### src/rtl/meu_pkg.sv
// Package: shared types, constants and commands for the modular exponent unit
`timescale 1ns / 1ps
`default_nettype none
package meu_pkg;
  localparam int unsigned ModW = 32;
  localparam int unsigned OpW = 2;
  localparam int unsigned ValW = 64;
  localparam int unsigned CntW = 7;
  localparam logic [ModW-1:0] ModReset = 32'd1000000007;

  typedef enum logic [OpW-1:0] {
    OP_POW = 2'd0,
    OP_INV = 2'd1,
    OP_DIV = 2'd2,
    OP_NONE = 2'd3
  } op_t;

  typedef enum logic [2:0] {
    DSEL_BASE = 3'd0,
    DSEL_DEN = 3'd1,
    DSEL_ACC = 3'd2,
    DSEL_SQR = 3'd3,
    DSEL_FIN = 3'd4
  } dsel_t;

  typedef struct packed {
    logic  load;
    logic  red_start;
    logic  red_neg;
    dsel_t sel;
    logic  use_fermat;
    logic  set_acc_one;
    logic  set_zero;
  } meu_cmd_t;

  typedef struct packed {
    logic red_busy;
    logic exp_zero;
    logic exp_lsb;
    logic mod_zero;
  } meu_sts_t;
endpackage
`default_nettype wire

### src/rtl/meu_if.sv
// Interfaces: valid/ready channels for requests and results
`timescale 1ns / 1ps
`default_nettype none
interface meu_req_if;
  logic valid;
  logic ready;
  logic [1:0] op;
  logic signed [63:0] base_value;
  logic [63:0] power_exponent;
  logic signed [63:0] denominator_value;
  modport source (output valid, op, base_value, power_exponent, denominator_value, input ready);
  modport sink (input valid, op, base_value, power_exponent, denominator_value, output ready);
endinterface

interface meu_res_if;
  logic valid;
  logic ready;
  logic [31:0] residue;
  modport source (output valid, residue, input ready);
  modport sink (input valid, residue, output ready);
endinterface
`default_nettype wire

### src/rtl/meu_reducer.sv
// Reducer: restoring remainder of a 64-bit value by the 32-bit modulus, one bit a cycle
`timescale 1ns / 1ps
`default_nettype none
module meu_reducer (
  input  wire logic                      clk,
  input  wire logic                      rst_n,
  input  wire logic                      start,
  input  wire logic [meu_pkg::ValW-1:0]  dividend,
  input  wire logic [meu_pkg::ModW-1:0]  modulus,
  output logic                           busy,
  output logic [meu_pkg::ModW-1:0]       remainder
);
  import meu_pkg::*;

  logic [ValW-1:0] shf_r, shf_nxt;
  logic [ModW:0] rem_r, rem_nxt;
  logic [CntW-1:0] cnt_r, cnt_nxt;
  logic busy_r, busy_nxt;
  logic [ModW:0] trial;
  logic [ModW+1:0] diff;

  always_comb begin
    shf_nxt = shf_r;
    rem_nxt = rem_r;
    cnt_nxt = cnt_r;
    busy_nxt = busy_r;
    trial = {rem_r[ModW-1:0], shf_r[ValW-1]};
    diff = {1'b0, trial} - {2'b00, modulus};
    if (start) begin
      shf_nxt = dividend;
      rem_nxt = '0;
      cnt_nxt = '0;
      busy_nxt = 1'b1;
    end else if (busy_r) begin
      shf_nxt = {shf_r[ValW-2:0], 1'b0};
      rem_nxt = diff[ModW+1] ? trial : diff[ModW:0];
      cnt_nxt = cnt_r + 1'b1;
      if (cnt_r == CntW'(ValW - 1)) busy_nxt = 1'b0;
    end
  end

  always_ff @(posedge clk) begin
    if (!rst_n) begin
      busy_r <= 1'b0;
      cnt_r <= '0;
    end else begin
      busy_r <= busy_nxt;
      cnt_r <= cnt_nxt;
    end
    shf_r <= shf_nxt;
    rem_r <= rem_nxt;
  end

  assign busy = busy_r;
  assign remainder = rem_r[ModW-1:0];
endmodule
`default_nettype wire

### src/rtl/meu_datapath.sv
// Datapath: operand registers, multiplier and shared reducer
`timescale 1ns / 1ps
`default_nettype none
module meu_datapath (
  input  wire logic                      clk,
  input  wire logic                      rst_n,
  input  wire meu_pkg::meu_cmd_t         cmd,
  input  wire logic [63:0]               in_base,
  input  wire logic [63:0]               in_exp,
  input  wire logic [63:0]               in_den,
  input  wire logic [meu_pkg::ModW-1:0]  modulus,
  output meu_pkg::meu_sts_t              sts,
  output logic [meu_pkg::ModW-1:0]       residue
);
  import meu_pkg::*;

  logic [ValW-1:0] base_raw_r, den_raw_r, exp_r, exp_nxt;
  logic [ModW-1:0] b_r, acc_r, num_r, res_r;
  logic [ModW-1:0] b_nxt, acc_nxt, num_nxt, res_nxt;
  logic [ValW-1:0] prod, red_in, negv;
  logic [ModW-1:0] rem, rem_fix;
  logic red_busy;
  logic [ModW-1:0] mA, mB;
  logic neg_r;
  logic [ModW-1:0] m_r;

  always_comb begin
    mA = acc_r;
    mB = b_r;
    case (cmd.sel)
      DSEL_SQR: mA = b_r;
      DSEL_FIN: begin
        mA = num_r;
        mB = acc_r;
      end
      default: mA = acc_r;
    endcase
    prod = {32'd0, mA} * {32'd0, mB};
    red_in = prod;
    case (cmd.sel)
      DSEL_BASE: red_in = base_raw_r[ValW-1] ? (64'd0 - base_raw_r) : base_raw_r;
      DSEL_DEN: red_in = den_raw_r[ValW-1] ? (64'd0 - den_raw_r) : den_raw_r;
      default: red_in = prod;
    endcase
    negv = {32'd0, m_r} - {32'd0, rem};
    rem_fix = (neg_r && rem != '0) ? negv[ModW-1:0] : rem;
  end

  meu_reducer u_red (
    .clk(clk), .rst_n(rst_n), .start(cmd.red_start), .dividend(red_in),
    .modulus(m_r), .busy(red_busy), .remainder(rem)
  );

  always_comb begin
    exp_nxt = exp_r;
    b_nxt = b_r;
    acc_nxt = acc_r;
    num_nxt = num_r;
    res_nxt = res_r;
    if (cmd.load) begin
      exp_nxt = in_exp;
    end
    if (cmd.use_fermat) exp_nxt = {32'd0, m_r} - 64'd2;
    if (cmd.set_acc_one) acc_nxt = 32'd1;
    if (cmd.set_zero) res_nxt = '0;
    if (cmd.red_neg) begin
      case (cmd.sel)
        DSEL_BASE: begin
          b_nxt = rem_fix;
          num_nxt = rem_fix;
        end
        DSEL_DEN: b_nxt = rem_fix;
        DSEL_ACC: acc_nxt = rem;
        DSEL_SQR: begin
          b_nxt = rem;
          exp_nxt = {1'b0, exp_r[ValW-1:1]};
        end
        DSEL_FIN: res_nxt = rem;
        default: res_nxt = res_r;
      endcase
    end
    if (cmd.set_acc_one && cmd.sel == DSEL_FIN) res_nxt = acc_r;
  end

  always_ff @(posedge clk) begin
    if (!rst_n) begin
      neg_r <= 1'b0;
    end else if (cmd.red_start) begin
      neg_r <= (cmd.sel == DSEL_BASE) ? base_raw_r[ValW-1]
             : (cmd.sel == DSEL_DEN) ? den_raw_r[ValW-1] : 1'b0;
    end
    if (cmd.load) begin
      base_raw_r <= in_base;
      den_raw_r <= in_den;
      m_r <= modulus;
    end
    exp_r <= exp_nxt;
    b_r <= b_nxt;
    acc_r <= acc_nxt;
    num_r <= num_nxt;
    res_r <= res_nxt;
  end

  assign sts.red_busy = red_busy;
  assign sts.exp_zero = (exp_r == '0);
  assign sts.exp_lsb = exp_r[0];
  assign sts.mod_zero = (m_r == '0);
  assign residue = res_r;
endmodule
`default_nettype wire

### src/rtl/meu_ctrl.sv
// Controller: sequences reduction, square-and-multiply and result handshake
`timescale 1ns / 1ps
`default_nettype none
module meu_ctrl (
  input  wire logic                clk,
  input  wire logic                rst_n,
  input  wire logic                in_valid,
  input  wire logic [1:0]          in_op,
  output logic                     in_ready,
  output logic                     out_valid,
  input  wire logic                out_ready,
  input  wire meu_pkg::meu_sts_t   sts,
  output meu_pkg::meu_cmd_t        cmd
);
  import meu_pkg::*;

  typedef enum logic [9:0] {
    S_IDLE  = 10'b0000000001,
    S_RBASE = 10'b0000000010,
    S_WBASE = 10'b0000000100,
    S_RDEN  = 10'b0000001000,
    S_WDEN  = 10'b0000010000,
    S_LOOP  = 10'b0000100000,
    S_WMUL  = 10'b0001000000,
    S_WSQR  = 10'b0010000000,
    S_WFIN  = 10'b0100000000,
    S_DONE  = 10'b1000000000
  } state_t;

  state_t state_r, state_nxt;
  op_t op_r, op_nxt;
  logic first_r, first_nxt;
  logic vld_r, vld_nxt;

  always_comb begin
    state_nxt = state_r;
    op_nxt = op_r;
    first_nxt = first_r;
    vld_nxt = vld_r;
    cmd = '0;
    cmd.sel = DSEL_ACC;
    if (vld_r && out_ready) vld_nxt = 1'b0;
    case (state_r)
      S_IDLE: begin
        if (in_valid && (!vld_r || out_ready)) begin
          cmd.load = 1'b1;
          op_nxt = op_t'(in_op);
          state_nxt = S_RBASE;
        end
      end
      S_RBASE: begin
        if (sts.mod_zero || op_r == OP_NONE) begin
          cmd.set_zero = 1'b1;
          state_nxt = S_DONE;
        end else begin
          cmd.sel = DSEL_BASE;
          cmd.red_start = 1'b1;
          state_nxt = S_WBASE;
        end
      end
      S_WBASE: begin
        cmd.sel = DSEL_BASE;
        if (!sts.red_busy) begin
          cmd.red_neg = 1'b1;
          cmd.set_acc_one = 1'b1;
          cmd.use_fermat = (op_r != OP_POW);
          state_nxt = (op_r == OP_DIV) ? S_RDEN : S_LOOP;
        end
      end
      S_RDEN: begin
        cmd.sel = DSEL_DEN;
        cmd.red_start = 1'b1;
        state_nxt = S_WDEN;
      end
      S_WDEN: begin
        cmd.sel = DSEL_DEN;
        if (!sts.red_busy) begin
          cmd.red_neg = 1'b1;
          state_nxt = S_LOOP;
        end
      end
      S_LOOP: begin
        if (sts.exp_zero) begin
          if (op_r == OP_DIV) begin
            cmd.sel = DSEL_FIN;
            cmd.red_start = 1'b1;
            state_nxt = S_WFIN;
          end else begin
            cmd.sel = DSEL_FIN;
            cmd.set_acc_one = 1'b0;
            state_nxt = S_DONE;
            first_nxt = 1'b1;
          end
        end else if (sts.exp_lsb) begin
          cmd.sel = DSEL_ACC;
          cmd.red_start = 1'b1;
          state_nxt = S_WMUL;
        end else begin
          cmd.sel = DSEL_SQR;
          cmd.red_start = 1'b1;
          state_nxt = S_WSQR;
        end
      end
      S_WMUL: begin
        cmd.sel = DSEL_ACC;
        if (!sts.red_busy) begin
          cmd.red_neg = 1'b1;
          state_nxt = S_WSQR;
          cmd.red_start = 1'b0;
        end
      end
      S_WSQR: begin
        cmd.sel = DSEL_SQR;
        if (first_r) begin
          cmd.red_start = 1'b1;
          first_nxt = 1'b0;
        end else if (!sts.red_busy) begin
          cmd.red_neg = 1'b1;
          state_nxt = S_LOOP;
        end
      end
      S_WFIN: begin
        cmd.sel = DSEL_FIN;
        if (!sts.red_busy) begin
          cmd.red_neg = 1'b1;
          state_nxt = S_DONE;
        end
      end
      S_DONE: begin
        if (first_r) begin
          cmd.sel = DSEL_FIN;
          cmd.set_acc_one = 1'b1;
          first_nxt = 1'b0;
        end
        vld_nxt = 1'b1;
        state_nxt = S_IDLE;
      end
      default: state_nxt = S_IDLE;
    endcase
    if (state_r == S_WMUL && !sts.red_busy) first_nxt = 1'b1;
  end

  always_ff @(posedge clk) begin
    if (!rst_n) begin
      state_r <= S_IDLE;
      vld_r <= 1'b0;
      first_r <= 1'b0;
      op_r <= OP_POW;
    end else begin
      state_r <= state_nxt;
      vld_r <= vld_nxt;
      first_r <= first_nxt;
      op_r <= op_nxt;
    end
  end

  assign in_ready = (state_r == S_IDLE) && (!vld_r || out_ready);
  assign out_valid = vld_r;
endmodule
`default_nettype wire

### src/rtl/modular_exponent_unit.sv
// Top level: modular exponent unit
//  channel  dir  payload
//  in_      in   op, base_value, power_exponent, denominator_value
//  out_     out  residue
//  cfg_     in   modulus write
// One request at a time; a shared bit-serial reducer sets the pace.
// Up to 129 reductions per request.
// Synchronous active-low reset; modulus resets to 1000000007.
// A finished result is held until taken; the next request is taken in the same cycle.
`timescale 1ns / 1ps
`default_nettype none
module modular_exponent_unit (
  input  wire logic                      clk,
  input  wire logic                      rst_n,
  meu_req_if.sink                        in_req,
  meu_res_if.source                      out_res,
  input  wire logic                      cfg_we,
  input  wire logic [meu_pkg::ModW-1:0]  cfg_wdata
);
  import meu_pkg::*;

  logic [ModW-1:0] mod_r;
  meu_cmd_t cmd;
  meu_sts_t sts;

  always_ff @(posedge clk) begin
    if (!rst_n) mod_r <= ModReset;
    else if (cfg_we) mod_r <= cfg_wdata;
  end

  meu_ctrl u_ctrl (
    .clk(clk), .rst_n(rst_n), .in_valid(in_req.valid), .in_op(in_req.op),
    .in_ready(in_req.ready), .out_valid(out_res.valid), .out_ready(out_res.ready),
    .sts(sts), .cmd(cmd)
  );

  meu_datapath u_dp (
    .clk(clk), .rst_n(rst_n), .cmd(cmd),
    .in_base(in_req.base_value), .in_exp(in_req.power_exponent),
    .in_den(in_req.denominator_value), .modulus(mod_r), .sts(sts),
    .residue(out_res.residue)
  );
endmodule
`default_nettype wire
### src/flat_wrapper.sv
// flat-port wrapper written by rule: the top's interface ports become plain ports
module modular_exponent_unit_flat import meu_pkg::*;
  (clk, rst_n, cfg_we, cfg_wdata, in_req_valid, in_req_op, in_req_base_value, in_req_power_exponent, in_req_denominator_value, in_req_ready, out_res_valid, out_res_residue, out_res_ready);
  meu_req_if in_req_i ();
  meu_res_if out_res_i ();
  input  wire logic clk;
  input  wire logic rst_n;
  input  wire logic cfg_we;
  input  wire logic [meu_pkg::ModW-1:0] cfg_wdata;
  input wire logic [$bits(in_req_i.valid)-1:0] in_req_valid;
  input wire logic [$bits(in_req_i.op)-1:0] in_req_op;
  input wire logic [$bits(in_req_i.base_value)-1:0] in_req_base_value;
  input wire logic [$bits(in_req_i.power_exponent)-1:0] in_req_power_exponent;
  input wire logic [$bits(in_req_i.denominator_value)-1:0] in_req_denominator_value;
  output wire logic [$bits(in_req_i.ready)-1:0] in_req_ready;
  output wire logic [$bits(out_res_i.valid)-1:0] out_res_valid;
  output wire logic [$bits(out_res_i.residue)-1:0] out_res_residue;
  input wire logic [$bits(out_res_i.ready)-1:0] out_res_ready;
  assign in_req_i.valid = in_req_valid;
  assign in_req_i.op = in_req_op;
  assign in_req_i.base_value = in_req_base_value;
  assign in_req_i.power_exponent = in_req_power_exponent;
  assign in_req_i.denominator_value = in_req_denominator_value;
  assign in_req_ready = in_req_i.ready;
  assign out_res_valid = out_res_i.valid;
  assign out_res_residue = out_res_i.residue;
  assign out_res_i.ready = out_res_ready;
  modular_exponent_unit u_core (.clk(clk), .rst_n(rst_n), .in_req(in_req_i), .out_res(out_res_i), .cfg_we(cfg_we), .cfg_wdata(cfg_wdata));
endmodule
### config.mk
export PLATFORM = sky130hd
export DESIGN_NAME = modular_exponent_unit_flat
export DESIGN_NICKNAME = d
export VERILOG_FILES = /design/src/rtl/meu_pkg.sv /design/src/rtl/meu_if.sv /design/src/rtl/meu_reducer.sv /design/src/rtl/meu_datapath.sv /design/src/rtl/meu_ctrl.sv /design/src/rtl/modular_exponent_unit.sv /design/src/flat_wrapper.sv
export SDC_FILE = /design/constraint.sdc
export NUM_CORES = 2
export LEC_CHECK = 0
export BUFFER_PORTS_ARGS = -buffer_cell sky130_fd_sc_hd__clkbuf_2
export CORE_UTILIZATION = 25
export CTS_BUF_LIST = sky130_fd_sc_hd__clkbuf_2
export DETAILED_ROUTE_END_ITERATION = 12
export SLEW_MARGIN = 10
export SYNTH_ARGS = -nofsm -noshare
export SYNTH_HDL_FRONTEND = slang
export SYNTH_SLANG_ARGS = --single-unit
### constraint.sdc
create_clock -name clk -period 23.9 [get_ports clk]
set_input_delay 1.195 -clock clk [delete_from_list [all_inputs] [get_ports clk]]
set_output_delay 1.195 -clock clk [all_outputs]
set_load 0.02 [all_outputs]
==> run summary <==
Status: finished, final reports clean
Via count: 50,800
Minimum clock period: 13,320 ps
Avg WL per Cell: 21.4 um
DRT Wirelength: 219,000 um
Synth async-reset ratio: 0
Synth Warn #: 0
Clock tree buffer depth: 3
P&R area growth vs syn: 12.7%
Grt met2 use: 0.285
Largest area contributor in the netlist: fa_1
Hold Path Stages: 5
Cells after DPL: 9,852
# clock sinks: 503
First-pass GRT wire length: 330,000 um
RSZ-0062 raised after global routing: no
P per Cell Area: 131 mW/mm^2
FF+latch count, synth: 503
Initial antenna violation count: 9
Max-cap viol count: 0
Hold Fails Final Rpt: 0
Leading cell type in the layout, fill and taps excluded: inv_1
Layout net count: 8,406
Fmax: 75.1 MHz
CTS resizes: 0
LEAKAGE: 30.1 nW
Port buffer count: 264
Clk pwr share: 0.065
# IOs: 265
Post-layout util: 0.283
Worst slew margin: 0.0815
Critical path arrival: 14,370 ps
Synth top area cells: fa_1 30%, edfxtp_1 16%, ha_1 6.8%
Row count: 180
TNS Setup: 0 ps
Post-synth top area share: 0.297
VDD IR-drop max: 0.000222 V
CP startpoint kind: flop
FILL cells: 25,600
Met3 usage: 0.0352
Worst Setup End Kind: flop
TritonCTS Buffers: 113
GRT Resource Usage Total: 0.178
Die area: 0.244 mm^2
Gate power share: 0.799
Share of cells above drive strength 1: 0.0987
Post-route clock period utilization: 0.557
Skew final: 237 ps
Mapped cell area: 0.0604 mm^2
Min Hold Slack: 210 ps
Met1 Use GR: 0.229
Hpwl dp: 168,000 um
Grt total ovfl: 0
Syn Inst Count: 6,630
Max FO, Critical Path: 66
Die X: 494 um
Synth Area per Inst: 9.12 um^2
Net switching power: 5.04 mW
Clk root buf: clkbuf_2
Post-route insts no fill: 10,200
Critical path's most frequent cell: fa_1
DRC: 0
Post-synth EDFFs: 320
DR vias/cell: 4.97
Core area: 0.241 mm^2
Slowest-stage cell, CP: a221o_1
Kind of critical path: reg -> reg
Clock transition at path regs: 130 ps
Die Y: 494 um
Synth cell types: 82
Worst Path Required: 24,950 ps
Busiest grt layer: met2
Worst skew pair latency: 1510 ps
Initial DRT Pass Iterations: 9
Pin count of the biggest net entering global routing: 128
Sw frac: 0.565
Reg2Reg Depth: 31
Number of global-route vias before repair: 52,400
Most frequent cells in the layout: 939 x inv_1, 898 x fa_1, 863 x nand2_1
CTS tree: built
1st-iter DRT viols: 4,883
Hold Crit Class: in -> reg
Final GP Congestion: 0.990
Transition time at the pin with the least slew margin: 1380 ps
# H-tree levels: 3
Slew Viols, Final: 0
Top FF cell, synth: edfxtp_1
Worst path max stage delay: 870 ps
Seq/Total Area, Yosys: 0.220
Number of setup violations in the final report: 0
Post-route ant nets: 0
Int Power: 3.89 mW
Initial core utilization: 0.251
Sequential Power Share: 0.137
==> through the flow <==
stage,power [mW],area (um^2),worst slack (ps)
finish,8.93,68100,10580
detailed placement,8.08,65400,10760
global route,9.59,68100,10070
CTS,8.80,68100,10670
floorplan,5.70,60600,13540
global placement,8.07,65400,10890
==> Yosys cell counts, types with 9 or more instances <==
cell,instances
o21a_1,13
edfxtp_1,320
o31ai_1,50
xnor2_1,173
o211ai_1,11
clkbuf_1,239
a222oi_1,26
dfxtp_1,183
and2_1,17
a22oi_1,40
nand4_1,56
mux2i_1,64
o21bai_1,15
a21o_1,100
mux2_1,15
ha_1,330
fa_1,898
a21oi_1,203
o41ai_1,25
a221oi_2,20
mux2_2,32
buf_6,11
nand2_1,864
or3_1,39
nor2b_1,49
a221oi_1,25
nand3_1,104
nor2_1,804
a221o_1,37
buf_2,97
nor4_1,51
or2_2,15
buf_4,9
or4_1,31
buf_1,19
o22ai_1,11
a211oi_1,16
a31oi_1,39
o21ai_0,311
nand2b_1,35
a311oi_1,37
inv_1,941
xor2_1,87
and3_1,18
nor3_1,49
==> final timing paths <==
check / from / to / slack, ps
worst min register to register: u_core.mod_r[0] / u_core.u_dp.m_r[0] / 380
worst max-delay path: u_core.u_ctrl.state_r[4] / u_core.u_dp.u_red.shf_r[59] / 10580
worst max register to register: u_core.u_ctrl.state_r[4] / u_core.u_dp.u_red.shf_r[59] / 10580
worst min-delay path: in_req_power_exponent[0] / u_core.u_dp.exp_r[0] / 210
==> metal layers <==
layer / routed length [um] / part of all wire / vias up
met3: 19400 / 0.088 / 465
met4: 11200 / 0.051 / 4
met2: 99800 / 0.46 / 2473
met1: 88800 / 0.41 / 25500
met5: 26 / 0.00012 / -
li1: - / - / 22400
==> layout make-up <==
cell class | instances | area (um^2) | area share
multi-input combinational | 4841 | 42400 | 0.622
sequential | 503 | 13300 | 0.195
antenna | 8 | 20.0 | 0.000294
timing repair buffer | 547 | 3860 | 0.0566
inverter | 941 | 3540 | 0.0519
clock buffer | 171 | 856 | 0.0126
clock inverter | 39 | 203 | 0.00297
tap | 3185 | 3990 | 0.0585
==> power groups by stage <==
stage / clock, mW / sequential (mW) / combinational [mW]
finish: 0.577 / 1.22 / 7.13
global route: 0.631 / 1.23 / 7.73
CTS: 0.594 / 1.21 / 7.00
detailed placement: 0 / 1.23 / 6.85
global placement: 0 / 1.23 / 6.84
floorplan: 0 / 1.16 / 4.54
==> what timing repair did <==
action | CTS | global route
endpoints found under the hold margin | 165 | 0
setup buffers | 0 | 0
hold buffers | 165 | 0
==> sequential cells by signal (all words and copies together), names as in the netlist, 7 cells and up <==
signal                   flops
u_core.u_dp.residue         32
u_core.u_dp.u_red.rem_r     32
u_core.u_dp.b_r             32
u_core.u_dp.u_red.cnt_r      7
u_core.u_dp.acc_r           32
u_core.u_dp.num_r           32
u_core.u_dp.den_raw_r       64
u_core.u_dp.base_raw_r      64
u_core.mod_r                32
u_core.u_ctrl.state_r       10
u_core.u_dp.m_r             32
u_core.u_dp.u_red.shf_r     64
u_core.u_dp.exp_r           64
==> critical path: cells and delay by family, from the launching register on <==
family / cells / cell delay, ps
adders and majority gates: 9 / 4530
and+or+nand+nor: 8 / 3350
AOI/OAI and AO/OA: 10 / 3340
buffers and inverters: 3 / 1190
DFF: 1 / 460
xor gates and xnor gates: 1 / 120
==> logic make-up (layout without fill, tap and decap cells) <==
kind of cell               Yosys count  in the layout  share of synthesized area
and+or+nand+nor                   2157           2157                      0.153
AOI/OAI and AO/OA                 1053           1053                      0.119
other                                1             40                  0.0000620
buffers and inverters             1317           1698                     0.0857
xor gates and xnor gates           260            260                     0.0377
DFF                                503            503                      0.220
adders and majority gates         1228           1228                      0.366
muxes                              111            111                     0.0194
No activity file was read; power rests on OpenSTA's default activity.
